===== config.mk =====
export PLATFORM = sky130hd
export DESIGN_NAME = savgol_smoother_7pt_quadratic_flat
export DESIGN_NICKNAME = d
export VERILOG_FILES = /design/src/rtl/sgs_pkg.sv /design/src/rtl/sgs_if.sv /design/src/rtl/sgs_front.sv /design/src/rtl/sgs_job_queue.sv /design/src/rtl/sgs_back.sv /design/src/rtl/savgol_smoother_7pt_quadratic.sv /design/src/flat_wrapper.sv
export VERILOG_INCLUDE_DIRS = /design/src /design/src/rtl
export SDC_FILE = /design/constraint.sdc
export NUM_CORES = 2
export LEC_CHECK = 0
export BUFFER_PORTS_ARGS = -buffer_cell sky130_fd_sc_hd__buf_2
export CAP_MARGIN = 20
export CORE_MARGIN = 5
export CORE_UTILIZATION = 45
export DETAILED_ROUTE_END_ITERATION = 12
export GPL_ROUTABILITY_DRIVEN = 0
export GPL_TIMING_DRIVEN = 0
export HOLD_SLACK_MARGIN = 0.1
export PLACE_DENSITY = 0.64
export SYNTH_ARGS = -nofsm -noshare
export SYNTH_HDL_FRONTEND = slang
export SYNTH_SLANG_ARGS = --single-unit

===== constraint.sdc =====
create_clock -name clock -period 22.9 [get_ports clock]
set_input_delay 1.145 -clock clock [delete_from_list [all_inputs] [get_ports clock]]
set_output_delay 1.145 -clock clock [all_outputs]
set_load 0.02 [all_outputs]

===== src/rtl/savgol_smoother_7pt_quadratic_macros.svh =====
// assertion macros for the savitzky-golay smoother
// no dependencies; included by the top level only
`ifndef SAVGOL_SMOOTHER_7PT_QUADRATIC_MACROS_SVH
`define SAVGOL_SMOOTHER_7PT_QUADRATIC_MACROS_SVH

// expression must hold at every edge outside reset
`define SGS_ASSERT_ALWAYS(label, clk, rst, expr) \
   label: assert property (@(posedge clk) disable iff (rst) (expr)) \
      else $error("sgs: invariant violated");

// expression must hold at the edge that follows the condition
`define SGS_ASSERT_NEXT(label, clk, cond, expr) \
   label: assert property (@(posedge clk) (cond) |=> (expr)) \
      else $error("sgs: expected state after condition missing");

`endif


===== src/rtl/sgs_pkg.sv =====
// shared types, constants and the weight table of the smoother
// no dependencies; imported by every module of the block
`timescale 1ns / 1ps

package sgs_pkg;

   // filter geometry
   localparam int TAPS     = 7;
   localparam int WEIGHT_W = 7;
   localparam int DEN      = 42;

   // job queue between front and back
   localparam int QUEUE_DEPTH = 4;

   // quotient bits resolved per divider stage
   localparam int DIV_BITS = 8;

   // fill counter codes
   localparam logic [2:0] FILL_PRIMED = 3'd6;
   localparam logic [2:0] FILL_FULL   = 3'd7;

   // row codes of the fit
   localparam logic [2:0] ROW_FIRST_EDGE = 3'd0;
   localparam logic [2:0] ROW_CENTER     = 3'd3;
   localparam logic [2:0] ROW_LAST       = 3'd6;
   localparam logic [2:0] TAP_LAST       = 3'd6;

   typedef logic signed [WEIGHT_W-1:0] weight_type;

   // unit weight that passes a sample through the divider unchanged
   localparam weight_type PASS_WEIGHT = 7'sd42;

   // numerators over 42, one row per output position of a window
   localparam weight_type SG_WEIGHT [TAPS][TAPS] = '{
      '{ 7'sd32,  7'sd15,  7'sd3,  -7'sd4, -7'sd6, -7'sd3,  7'sd5  },
      '{ 7'sd15,  7'sd12,  7'sd9,   7'sd6,  7'sd3,  7'sd0, -7'sd3  },
      '{ 7'sd3,   7'sd9,   7'sd12,  7'sd12, 7'sd9,  7'sd3, -7'sd6  },
      '{ -7'sd4,  7'sd6,   7'sd12,  7'sd14, 7'sd12, 7'sd6, -7'sd4  },
      '{ -7'sd6,  7'sd3,   7'sd9,   7'sd12, 7'sd12, 7'sd9,  7'sd3  },
      '{ -7'sd3,  7'sd0,   7'sd3,   7'sd6,  7'sd9,  7'sd12, 7'sd15 },
      '{ 7'sd5,  -7'sd3,  -7'sd6,  -7'sd4,  7'sd3,  7'sd15, 7'sd32 }
   };

   // one job: the rows to run over a window snapshot
   typedef struct packed {
      logic       pass;
      logic [2:0] first_row;
      logic [2:0] span;
      logic       last;
   } job_ctl_type;

   typedef struct packed {
      logic full;
      logic empty;
   } queue_stat_type;

   function automatic weight_type sg_weight(input logic [2:0] row, input logic [2:0] tap);
      weight_type w;
      w = '0;
      if (row <= ROW_LAST && tap <= TAP_LAST) begin
         w = SG_WEIGHT[row][tap];
      end
      return w;
   endfunction

endpackage


===== src/rtl/sgs_if.sv =====
// request and response channel interfaces of the smoother
// no dependencies; used by the front, back and top level
`timescale 1ns / 1ps

interface sgs_req_if #(parameter int SAMPLE_WIDTH = 16);
   logic                           valid;
   logic                           ready;
   logic signed [SAMPLE_WIDTH-1:0] sample;
   logic                           last_in;

   modport source (output valid, sample, last_in, input ready);
   modport sink   (input valid, sample, last_in, output ready);
endinterface

interface sgs_rsp_if #(parameter int SAMPLE_WIDTH = 16);
   logic                           valid;
   logic                           ready;
   logic signed [SAMPLE_WIDTH-1:0] smoothed;
   logic                           last_out;

   modport source (output valid, smoothed, last_out, input ready);
   modport sink   (input valid, smoothed, last_out, output ready);
endinterface


===== src/rtl/sgs_front.sv =====
// front end: takes sample words, keeps the window and fill count, issues jobs
// depends on sgs_pkg and sgs_req_if
`timescale 1ns / 1ps

module sgs_front #(
   parameter int SAMPLE_WIDTH = 16
) (
   input  logic                                        clock,
   input  logic                                        reset,
   sgs_req_if.sink                                     req_chan,
   input  logic                                        queue_full,
   output logic                                        push,
   output sgs_pkg::job_ctl_type                        job_ctl,
   output logic [sgs_pkg::TAPS*SAMPLE_WIDTH-1:0]       job_window
);
   import sgs_pkg::*;

   logic [2:0]                     fill_ff, fill_in;
   logic signed [SAMPLE_WIDTH-1:0] window_ff [TAPS];
   logic signed [SAMPLE_WIDTH-1:0] window_in [TAPS];
   logic                           accept;

   // take a word whenever the job queue has room
   assign req_chan.ready = !queue_full;
   assign accept         = req_chan.valid && req_chan.ready;

   // classify the word and build the job for it
   always_comb begin
      window_in = window_ff;
      fill_in   = fill_ff;
      push      = 1'b0;
      job_ctl   = '0;
      if (accept) begin
         priority if (fill_ff == FILL_FULL) begin
            // steady state: slide and run the centered row, and the right edge rows on last
            for (int j = 0; j < TAPS - 1; j++) begin
               window_in[j] = window_ff[j+1];
            end
            window_in[TAPS-1] = req_chan.sample;
            push              = 1'b1;
            job_ctl.first_row = ROW_CENTER;
            job_ctl.span      = req_chan.last_in ? (ROW_LAST - ROW_CENTER) : 3'd0;
            job_ctl.last      = req_chan.last_in;
            fill_in           = req_chan.last_in ? 3'd0 : FILL_FULL;
         end else if (fill_ff == FILL_PRIMED) begin
            // window completes: left edge rows and the center, or all rows on last
            window_in[TAPS-1] = req_chan.sample;
            push              = 1'b1;
            job_ctl.first_row = ROW_FIRST_EDGE;
            job_ctl.span      = req_chan.last_in ? ROW_LAST : ROW_CENTER;
            job_ctl.last      = req_chan.last_in;
            fill_in           = req_chan.last_in ? 3'd0 : FILL_FULL;
         end else begin
            // still filling; a short sequence is passed through on last
            window_in[fill_ff] = req_chan.sample;
            fill_in            = fill_ff + 3'd1;
            if (req_chan.last_in) begin
               push              = 1'b1;
               job_ctl.pass      = 1'b1;
               job_ctl.first_row = ROW_FIRST_EDGE;
               job_ctl.span      = fill_ff;
               job_ctl.last      = 1'b1;
               fill_in           = 3'd0;
            end
         end
      end
   end

   // snapshot of the updated window travels with the job
   always_comb begin
      for (int j = 0; j < TAPS; j++) begin
         job_window[j*SAMPLE_WIDTH +: SAMPLE_WIDTH] = window_in[j];
      end
   end

   // fill counter
   always_ff @(posedge clock) begin
      if (reset) begin
         fill_ff <= 3'd0;
      end else begin
         fill_ff <= fill_in;
      end
   end

   // window samples, cleared on reset
   always_ff @(posedge clock) begin
      if (reset) begin
         for (int j = 0; j < TAPS; j++) begin
            window_ff[j] <= '0;
         end
      end else begin
         window_ff <= window_in;
      end
   end

endmodule


===== src/rtl/sgs_job_queue.sv =====
// short job queue that decouples the front end from the arithmetic back end
// depends on sgs_pkg
`timescale 1ns / 1ps

module sgs_job_queue #(
   parameter int DATA_W = 8
) (
   input  logic                    clock,
   input  logic                    reset,
   input  logic                    push,
   input  logic [DATA_W-1:0]       push_data,
   input  logic                    pop,
   output logic [DATA_W-1:0]       head_data,
   output sgs_pkg::queue_stat_type stat
);
   import sgs_pkg::*;

   localparam int PTR_W = $clog2(QUEUE_DEPTH);
   localparam int CNT_W = $clog2(QUEUE_DEPTH + 1);
   localparam logic [PTR_W-1:0] PTR_LAST = PTR_W'(QUEUE_DEPTH - 1);
   localparam logic [CNT_W-1:0] CNT_FULL = CNT_W'(QUEUE_DEPTH);

   logic [DATA_W-1:0] entry_ff [QUEUE_DEPTH];
   logic [PTR_W-1:0]  wr_ptr_ff, wr_ptr_in;
   logic [PTR_W-1:0]  rd_ptr_ff, rd_ptr_in;
   logic [CNT_W-1:0]  count_ff, count_in;

   assign head_data  = entry_ff[rd_ptr_ff];
   assign stat.full  = (count_ff == CNT_FULL);
   assign stat.empty = (count_ff == '0);

   // pointer and occupancy update
   always_comb begin
      wr_ptr_in = wr_ptr_ff;
      rd_ptr_in = rd_ptr_ff;
      if (push) begin
         wr_ptr_in = (wr_ptr_ff == PTR_LAST) ? '0 : wr_ptr_ff + 1'b1;
      end
      if (pop) begin
         rd_ptr_in = (rd_ptr_ff == PTR_LAST) ? '0 : rd_ptr_ff + 1'b1;
      end
      unique case ({push, pop})
         2'b10:   count_in = count_ff + 1'b1;
         2'b01:   count_in = count_ff - 1'b1;
         default: count_in = count_ff;
      endcase
   end

   always_ff @(posedge clock) begin
      if (reset) begin
         wr_ptr_ff <= '0;
         rd_ptr_ff <= '0;
         count_ff  <= '0;
      end else begin
         wr_ptr_ff <= wr_ptr_in;
         rd_ptr_ff <= rd_ptr_in;
         count_ff  <= count_in;
      end
   end

   // entry storage
   always_ff @(posedge clock) begin
      if (push) begin
         entry_ff[wr_ptr_ff] <= push_data;
      end
   end

endmodule


===== src/rtl/sgs_back.sv =====
// back end: steps through the rows of each job and runs the weighted sum,
// rounding divide by 42 and saturation; depends on sgs_pkg and sgs_rsp_if
`timescale 1ns / 1ps

module sgs_back #(
   parameter int SAMPLE_WIDTH = 16
) (
   input  logic                                  clock,
   input  logic                                  reset,
   input  sgs_pkg::job_ctl_type                  head_ctl,
   input  logic [sgs_pkg::TAPS*SAMPLE_WIDTH-1:0] head_window,
   input  logic                                  queue_empty,
   output logic                                  pop,
   sgs_rsp_if.source                             rsp_chan
);
   import sgs_pkg::*;

   localparam int PROD_W     = SAMPLE_WIDTH + WEIGHT_W;
   localparam int SUM_W      = SAMPLE_WIDTH + 9;
   localparam int REM_W      = 6;
   localparam int TRIAL_W    = REM_W + 1;
   localparam int DIV_STAGES = (SAMPLE_WIDTH + DIV_BITS - 1) / DIV_BITS;

   // bias that makes the floor divide round to nearest and the dividend positive
   localparam logic signed [SUM_W-1:0] OFFSET =
      SUM_W'(DEN / 2) + (SUM_W'(DEN) <<< (SAMPLE_WIDTH - 1));
   localparam logic signed [SUM_W-1:0] SAT_LIMIT = SUM_W'(DEN) <<< SAMPLE_WIDTH;
   localparam logic [TRIAL_W-1:0]      DEN_TRIAL = TRIAL_W'(DEN);
   localparam logic signed [SAMPLE_WIDTH-1:0] SAMPLE_MAX = {1'b0, {(SAMPLE_WIDTH-1){1'b1}}};
   localparam logic signed [SAMPLE_WIDTH-1:0] SAMPLE_MIN = {1'b1, {(SAMPLE_WIDTH-1){1'b0}}};

   // restoring divide by the constant, up to DIV_BITS quotient bits
   function automatic logic [REM_W+SAMPLE_WIDTH-1:0] div_steps(
      input logic [REM_W-1:0]        rem_i,
      input logic [SAMPLE_WIDTH-1:0] bits_i,
      input int                      nsteps
   );
      logic [REM_W-1:0]        rem;
      logic [SAMPLE_WIDTH-1:0] bits;
      logic [TRIAL_W-1:0]      trial;
      logic                    ge;
      rem  = rem_i;
      bits = bits_i;
      for (int k = 0; k < DIV_BITS; k++) begin
         if (k < nsteps) begin
            trial = {rem, bits[SAMPLE_WIDTH-1]};
            ge    = (trial >= DEN_TRIAL);
            rem   = ge ? REM_W'(trial - DEN_TRIAL) : trial[REM_W-1:0];
            bits  = {bits[SAMPLE_WIDTH-2:0], ge};
         end
      end
      return {rem, bits};
   endfunction

   logic                           en;
   logic                           issue;
   logic                           at_end;
   logic [2:0]                     row;
   logic [2:0]                     off_ff, off_in;

   logic                           s1_valid_ff;
   logic                           s1_last_ff;
   weight_type                     s1_w_ff [TAPS];
   logic signed [SAMPLE_WIDTH-1:0] s1_x_ff [TAPS];

   logic                           s2_valid_ff;
   logic                           s2_last_ff;
   logic signed [PROD_W-1:0]       s2_prod_ff [TAPS];

   logic signed [SUM_W-1:0]        sum_in;

   logic                           dv_valid_ff [DIV_STAGES+1];
   logic                           dv_last_ff  [DIV_STAGES+1];
   logic                           dv_hi_ff    [DIV_STAGES+1];
   logic                           dv_lo_ff    [DIV_STAGES+1];
   logic [REM_W-1:0]               dv_rem_ff   [DIV_STAGES+1];
   logic [SAMPLE_WIDTH-1:0]        dv_bits_ff  [DIV_STAGES+1];

   logic                           out_valid_ff;
   logic                           out_last_ff;
   logic signed [SAMPLE_WIDTH-1:0] out_word_ff, out_word_in;
   logic [SAMPLE_WIDTH-1:0]        quot;

   // whole pipeline moves unless the output word is stuck
   assign en = !out_valid_ff || rsp_chan.ready;

   // row sequencer over the head job
   assign issue  = en && !queue_empty;
   assign at_end = (off_ff == head_ctl.span);
   assign row    = head_ctl.first_row + off_ff;
   assign pop    = issue && at_end;

   always_comb begin
      off_in = off_ff;
      if (issue) begin
         off_in = at_end ? 3'd0 : off_ff + 3'd1;
      end
   end

   always_ff @(posedge clock) begin
      if (reset) begin
         off_ff <= 3'd0;
      end else begin
         off_ff <= off_in;
      end
   end

   // stage 1: select weights and latch the window
   always_ff @(posedge clock) begin
      if (reset) begin
         s1_valid_ff <= 1'b0;
      end else if (en) begin
         s1_valid_ff <= issue;
      end
      if (en) begin
         s1_last_ff <= head_ctl.last && at_end;
         for (int j = 0; j < TAPS; j++) begin
            if (head_ctl.pass) begin
               s1_w_ff[j] <= (3'(j) == row) ? PASS_WEIGHT : '0;
            end else begin
               s1_w_ff[j] <= sg_weight(row, 3'(j));
            end
            s1_x_ff[j] <= head_window[j*SAMPLE_WIDTH +: SAMPLE_WIDTH];
         end
      end
   end

   // stage 2: one small product per tap
   always_ff @(posedge clock) begin
      if (reset) begin
         s2_valid_ff <= 1'b0;
      end else if (en) begin
         s2_valid_ff <= s1_valid_ff;
      end
      if (en) begin
         s2_last_ff <= s1_last_ff;
         for (int j = 0; j < TAPS; j++) begin
            s2_prod_ff[j] <= PROD_W'(s1_w_ff[j]) * PROD_W'(s1_x_ff[j]);
         end
      end
   end

   // stage 3: biased sum and range check
   always_comb begin
      sum_in = OFFSET;
      for (int j = 0; j < TAPS; j++) begin
         sum_in = sum_in + SUM_W'(s2_prod_ff[j]);
      end
   end

   always_ff @(posedge clock) begin
      if (reset) begin
         dv_valid_ff[0] <= 1'b0;
      end else if (en) begin
         dv_valid_ff[0] <= s2_valid_ff;
      end
      if (en) begin
         dv_last_ff[0] <= s2_last_ff;
         dv_hi_ff[0]   <= (sum_in >= SAT_LIMIT);
         dv_lo_ff[0]   <= sum_in[SUM_W-1];
         dv_rem_ff[0]  <= sum_in[SAMPLE_WIDTH+REM_W-1:SAMPLE_WIDTH];
         dv_bits_ff[0] <= sum_in[SAMPLE_WIDTH-1:0];
      end
   end

   // divider stages, up to DIV_BITS quotient bits each
   for (genvar d = 0; d < DIV_STAGES; d++) begin : g_div
      localparam int STEPS = (SAMPLE_WIDTH - d * DIV_BITS > DIV_BITS) ?
                             DIV_BITS : SAMPLE_WIDTH - d * DIV_BITS;
      logic [REM_W+SAMPLE_WIDTH-1:0] step_out;

      assign step_out = div_steps(dv_rem_ff[d], dv_bits_ff[d], STEPS);

      always_ff @(posedge clock) begin
         if (reset) begin
            dv_valid_ff[d+1] <= 1'b0;
         end else if (en) begin
            dv_valid_ff[d+1] <= dv_valid_ff[d];
         end
         if (en) begin
            dv_last_ff[d+1] <= dv_last_ff[d];
            dv_hi_ff[d+1]   <= dv_hi_ff[d];
            dv_lo_ff[d+1]   <= dv_lo_ff[d];
            dv_rem_ff[d+1]  <= step_out[REM_W+SAMPLE_WIDTH-1:SAMPLE_WIDTH];
            dv_bits_ff[d+1] <= step_out[SAMPLE_WIDTH-1:0];
         end
      end
   end

   // remove the bias and clamp
   assign quot = dv_bits_ff[DIV_STAGES];

   always_comb begin
      priority if (dv_hi_ff[DIV_STAGES]) begin
         out_word_in = SAMPLE_MAX;
      end else if (dv_lo_ff[DIV_STAGES]) begin
         out_word_in = SAMPLE_MIN;
      end else begin
         out_word_in = {~quot[SAMPLE_WIDTH-1], quot[SAMPLE_WIDTH-2:0]};
      end
   end

   // output register
   always_ff @(posedge clock) begin
      if (reset) begin
         out_valid_ff <= 1'b0;
      end else if (en) begin
         out_valid_ff <= dv_valid_ff[DIV_STAGES];
      end
      if (en) begin
         out_last_ff <= dv_last_ff[DIV_STAGES];
         out_word_ff <= out_word_in;
      end
   end

   assign rsp_chan.valid    = out_valid_ff;
   assign rsp_chan.smoothed = out_word_ff;
   assign rsp_chan.last_out = out_last_ff;

endmodule


===== src/rtl/savgol_smoother_7pt_quadratic.sv =====
// channel   | dir | payload                       | role
// req_chan  | in  | sample, last_in               | raw sample words
// rsp_chan  | out | smoothed, last_out            | smoothed words
//
// accepts one sample word per cycle while the queue has room; each smoothed word passes
// stage 1, the product, sum and divider stages and output register. the back end issues
// one row per cycle from the 4-deep job queue unless stalled; a final or window-completing
// sample (up to 7 rows) holds its entry until its last row issues, and req_chan.ready
// drops while the queue is full. synchronous reset empties the queue and pipeline at once.
// a stall on rsp_chan freezes the whole back end; the front keeps taking words until full.
// depends on sgs_pkg, sgs_if, sgs_front, sgs_job_queue, sgs_back and the macro header
`timescale 1ns / 1ps
`include "savgol_smoother_7pt_quadratic_macros.svh"

module savgol_smoother_7pt_quadratic #(
   parameter int SAMPLE_WIDTH = 16
) (
   input  logic      clock,
   input  logic      reset,
   sgs_req_if.sink   req_chan,
   sgs_rsp_if.source rsp_chan
);
   import sgs_pkg::*;

   localparam int JOB_W = $bits(job_ctl_type) + TAPS * SAMPLE_WIDTH;

   logic                           push;
   logic                           pop;
   job_ctl_type                    job_ctl;
   job_ctl_type                    head_ctl;
   logic [TAPS*SAMPLE_WIDTH-1:0]   job_window;
   logic [TAPS*SAMPLE_WIDTH-1:0]   head_window;
   logic [JOB_W-1:0]               head_data;
   queue_stat_type                 q_stat;

   // window keeping and job building
   sgs_front #(
      .SAMPLE_WIDTH (SAMPLE_WIDTH)
   ) u_front (
      .clock      (clock),
      .reset      (reset),
      .req_chan   (req_chan),
      .queue_full (q_stat.full),
      .push       (push),
      .job_ctl    (job_ctl),
      .job_window (job_window)
   );

   // job queue
   sgs_job_queue #(
      .DATA_W (JOB_W)
   ) u_queue (
      .clock     (clock),
      .reset     (reset),
      .push      (push),
      .push_data ({job_ctl, job_window}),
      .pop       (pop),
      .head_data (head_data),
      .stat      (q_stat)
   );

   assign head_ctl    = head_data[JOB_W-1:TAPS*SAMPLE_WIDTH];
   assign head_window = head_data[TAPS*SAMPLE_WIDTH-1:0];

   // row sequencing and arithmetic
   sgs_back #(
      .SAMPLE_WIDTH (SAMPLE_WIDTH)
   ) u_back (
      .clock       (clock),
      .reset       (reset),
      .head_ctl    (head_ctl),
      .head_window (head_window),
      .queue_empty (q_stat.empty),
      .pop         (pop),
      .rsp_chan    (rsp_chan)
   );

   // checks across front, queue and back
   `SGS_ASSERT_NEXT(a_reset_clears, clock, reset, q_stat.empty && !rsp_chan.valid)
   `SGS_ASSERT_ALWAYS(a_pop_needs_job, clock, reset, !pop || !q_stat.empty)
   `SGS_ASSERT_ALWAYS(a_push_needs_room, clock, reset, !push || !q_stat.full)

endmodule

===== src/flat_wrapper.sv =====
// flat-port wrapper written by rule: the top's interface ports become plain ports
module savgol_smoother_7pt_quadratic_flat import sgs_pkg::*;
#(
   parameter int SAMPLE_WIDTH = 16
)
  (clock, reset, req_chan_valid, req_chan_sample, req_chan_last_in, req_chan_ready, rsp_chan_valid, rsp_chan_smoothed, rsp_chan_last_out, rsp_chan_ready);
  sgs_req_if #(.SAMPLE_WIDTH(SAMPLE_WIDTH)) req_chan_i ();
  sgs_rsp_if #(.SAMPLE_WIDTH(SAMPLE_WIDTH)) rsp_chan_i ();
  input  logic clock;
  input  logic reset;
  input wire logic [$bits(req_chan_i.valid)-1:0] req_chan_valid;
  input wire logic [$bits(req_chan_i.sample)-1:0] req_chan_sample;
  input wire logic [$bits(req_chan_i.last_in)-1:0] req_chan_last_in;
  output wire logic [$bits(req_chan_i.ready)-1:0] req_chan_ready;
  output wire logic [$bits(rsp_chan_i.valid)-1:0] rsp_chan_valid;
  output wire logic [$bits(rsp_chan_i.smoothed)-1:0] rsp_chan_smoothed;
  output wire logic [$bits(rsp_chan_i.last_out)-1:0] rsp_chan_last_out;
  input wire logic [$bits(rsp_chan_i.ready)-1:0] rsp_chan_ready;
  assign req_chan_i.valid = req_chan_valid;
  assign req_chan_i.sample = req_chan_sample;
  assign req_chan_i.last_in = req_chan_last_in;
  assign req_chan_ready = req_chan_i.ready;
  assign rsp_chan_valid = rsp_chan_i.valid;
  assign rsp_chan_smoothed = rsp_chan_i.smoothed;
  assign rsp_chan_last_out = rsp_chan_i.last_out;
  assign rsp_chan_i.ready = rsp_chan_ready;
  savgol_smoother_7pt_quadratic #(.SAMPLE_WIDTH(SAMPLE_WIDTH)) u_core (.clock(clock), .reset(reset), .req_chan(req_chan_i), .rsp_chan(rsp_chan_i));
endmodule

==> impl_metrics.json <==
{
  "critPathMaxFanout": 7,
  "min_to": "u_core.u_back.dv_bits_ff[0][27]$_DFFE_PN_",
  "drt_iter0_drc": 3403,
  "portBuffers": 38,
  "ys_async_sr_fraction_pct": 0,
  "die-area_mm2": 0.1615,
  "path_class": "reg2reg",
  "end_kind": "register",
  "postRouteWirelength_um": 165200,
  "grt_pass1_vias": 43610,
  "stdcell_area_mm2": 0.07554,
  "cts.sinks": 999,
  "ant_nets": 0,
  "die_y_um": 401.9,
  "ios": 40,
  "dp_hpwl_um": 129100,
  "ctsHoldBuffers": 0,
  "rrSetupSlack_ns": 12.37,
  "clock.fmax_mhz": 95.01,
  "final_cell_mix": "869 x edfxtp_1, 830 x inv_1, 686 x fa_1, 400 x ha_1, 395 x and2_1",
  "rsz0062_at_grt": "false",
  "report.final.hold_viol_count": 0,
  "nNetsFinal": 6855,
  "critical-path-top-delay-family": "compound AO/OA/AOI/OAI gates",
  "path_common_cell": "ha_1",
  "cp_slowest_stage_delay_ns": 0.50,
  "cts_resized": 0,
  "overflow": 0,
  "layout_commonest_cell": "edfxtp_1",
  "hp-start": "u_core.u_back.dv_bits_ff[0][3]$_DFFE_PN_",
  "cts_buffers": 104,
  "coreArea_mm2": 0.1523,
  "ctsLongestPathBuffers": 3,
  "tns_ns": 0,
  "drt-vias-per-instance": 5.381,
  "whs_path_depth": 0,
  "placed_area_mm2": 0.07214,
  "fp-row-count": 143,
  "drive_above_1_share_pct": 7.818,
  "relSlewSlack_pct": 20.99,
  "first_pass_iters": 6,
  "slew_violations": 0,
  "fin_crit_ns": 10.53,
  "synthesis.area_mm2": 0.06910,
  "worst_pin_slew_ns": 1.173,
  "area_growth_pct": 9.312,
  "outcome": "completed",
  "post_cts_buffers": 0,
  "rr_endpoint": "u_core.u_back.dv_rem_ff[0][8]$_DFFE_PN_",
  "dr_total_vias": 42310,
  "crit_arrival_ns": 10.97,
  "period_share_pct": 45.96,
  "syn_nets": 6700,
  "rr_startpoint": "u_core.u_back.dv_rem_ff[0][0]$_DFFE_PN_",
  "clockRootBuffer": "clkbuf_16",
  "wl_per_cell_um": 21.01,
  "drcViolationCount": 0,
  "htreeDepth": 3,
  "reg2regPathDepth": 44,
  "ys_warn_count": 0,
  "synthFlopType": "edfxtp_1",
  "grt_usage_pct": 20.55,
  "dieWidth_um": 401.9,
  "syn_inst": 5593,
  "synth.top_cell.area_share_pct": 37.76,
  "grt_pass1_wl_um": 257800,
  "min_path_type": "reg2reg",
  "crit_buf_inv": 6,
  "yosys.area.top_type": "edfxtp_1",
  "path_clk_slew_ns": 0.06,
  "cpMaxStageDelayCell": "edfxtp_1",
  "layout_setup_ws_ns": 12.37,
  "diodes": 0,
  "synth.avg_cell_area_um2": 12.36,
  "grt_max_degree": 136,
  "initial_core_util_pct": 45.38,
  "cts_tree": "yes",
  "post-place-ws_ns": 12.53,
  "fin_skew_ns": 0.05003,
  "cap_violations": 0,
  "critPathLaunchType": "register",
  "synth_edf_count": 869,
  "finalSetupViolations": 0,
  "cp.required_ns": 23.34,
  "yosys-top-cells-area": "edfxtp_1 38%, fa_1 20%, ha_1 7.2%",
  "synth_seq_area_share_pct": 41.53,
  "antenna_found_initial": 11,
  "insertion_delay_ns": 0.73,
  "ys_types": 142,
  "synth-seq-cells": 999
}
synthesized netlist by cell type (7+ instances only):
cell        n
nor2_1    116
fa_1      686
mux4_2    118
o21bai_1   91
a211oi_1    8
a21oi_1   186
clkbuf_1  148
edfxtp_1  869
mux2i_1    13
nor4_1      9
xnor2_1   190
nand2b_1  116
mux2_2     24
or3_1      14
a22o_1      7
a21o_1     29
o21a_1     24
nand3_1    23
a21boi_0    8
nor3_1     29
buf_1      19
xor2_1     20
o211ai_1   16
dfxtp_1   130
o21ai_1     8
a31oi_1    11
a22oi_1   194
nand2_1   346
and3_1      7
nor2b_1   130
o21ai_0   177
and2_1    399
inv_1     832
ha_1      400
through the flow:
stage	hold slack, ns	utilization, %	instances
after floorplan	0.4003	-	5593
after global placement	0.4019	47.18	7661
after detailed placement	0.4054	47.38	7672
after CTS	0.4054	49.61	7863
after global routing	0.4231	49.61	7863
final	0.4112	49.61	7863
cells by family (layout without fill, tap and decap cells):
kind of cell | Yosys count | count (layout) | synth area share (%)
muxes | 164 | 164 | 4.624
buffers and inverters | 1015 | 1255 | 5.600
DFF | 999 | 999 | 41.53
adders and majority gates | 1086 | 1086 | 27.12
xor gates and xnor gates | 211 | 211 | 2.685
and+or+nand+nor | 1258 | 1258 | 9.924
AOI/OAI and AO/OA | 860 | 860 | 8.523
registers in the layout, summed over array words and instances (netlist names), 2 cells and up, named ones only:
name                             flops
u_core.u_queue.entry_ff            472
u_core.u_back.s2_prod_ff           160
u_core.u_back.s1_x_ff              112
u_core.u_front.window_ff           112
u_core.u_back.dv_bits_ff            46
u_core.u_back.s1_w_ff               36
u_core.u_back.rsp_chan.smoothed     16
u_core.u_back.dv_rem_ff             12
u_core.u_back.dv_hi_ff               3
u_core.u_back.dv_last_ff             3
u_core.u_back.dv_lo_ff               3
u_core.u_back.dv_valid_ff            3
u_core.u_back.off_ff                 3
u_core.u_front.fill_ff               3
u_core.u_queue.count_ff              3
u_core.u_queue.rd_ptr_ff             2
u_core.u_queue.wr_ptr_ff             2
metal layers:
layer	up-vias	routed length [um]	GRT usage, %
met2	1323	75800	32.62
met4	2	7855	8.016
met5	-	11	0
met3	317	9025	2.719
met1	21290	72480	28.99
li1	19380	-	-
area by class of cell:
class	count	area, um^2
Sequential cell	999	28700
Tap cell	2030	2540
Clock buffer	135	2811
Fill cell	13180	76720
Timing Repair Buffer	49	480.5
Inverter	838	3161
Clock inverter	56	585.6
Buffer	177	716.9
Multi-Input combinational cell	3579	36550
how the worst max path moves through the flow:
stage | start | to | cells after the start
after floorplan | u_core.u_back.dv_rem_ff[0][1]$_DFFE_PN_ | u_core.u_back.dv_rem_ff[0][8]$_DFFE_PN_ | 44
after global placement | rsp_chan_ready | u_core.u_back.rsp_chan.smoothed[0]$_SDFFCE_PP1N_ | 4
after detailed placement | u_core.u_back.dv_rem_ff[0][0]$_DFFE_PN_ | u_core.u_back.dv_rem_ff[0][8]$_DFFE_PN_ | 44
after CTS | u_core.u_back.dv_rem_ff[0][0]$_DFFE_PN_ | u_core.u_back.dv_rem_ff[0][8]$_DFFE_PN_ | 44
after global routing | u_core.u_back.dv_rem_ff[0][0]$_DFFE_PN_ | u_core.u_back.dv_rem_ff[0][8]$_DFFE_PN_ | 45
final | u_core.u_back.dv_rem_ff[0][0]$_DFFE_PN_ | u_core.u_back.dv_rem_ff[0][8]$_DFFE_PN_ | 44
Power is left out: the tool's default activity adds up to more than one toggle a clock period on the data nets, which glitch-free logic cannot reach.
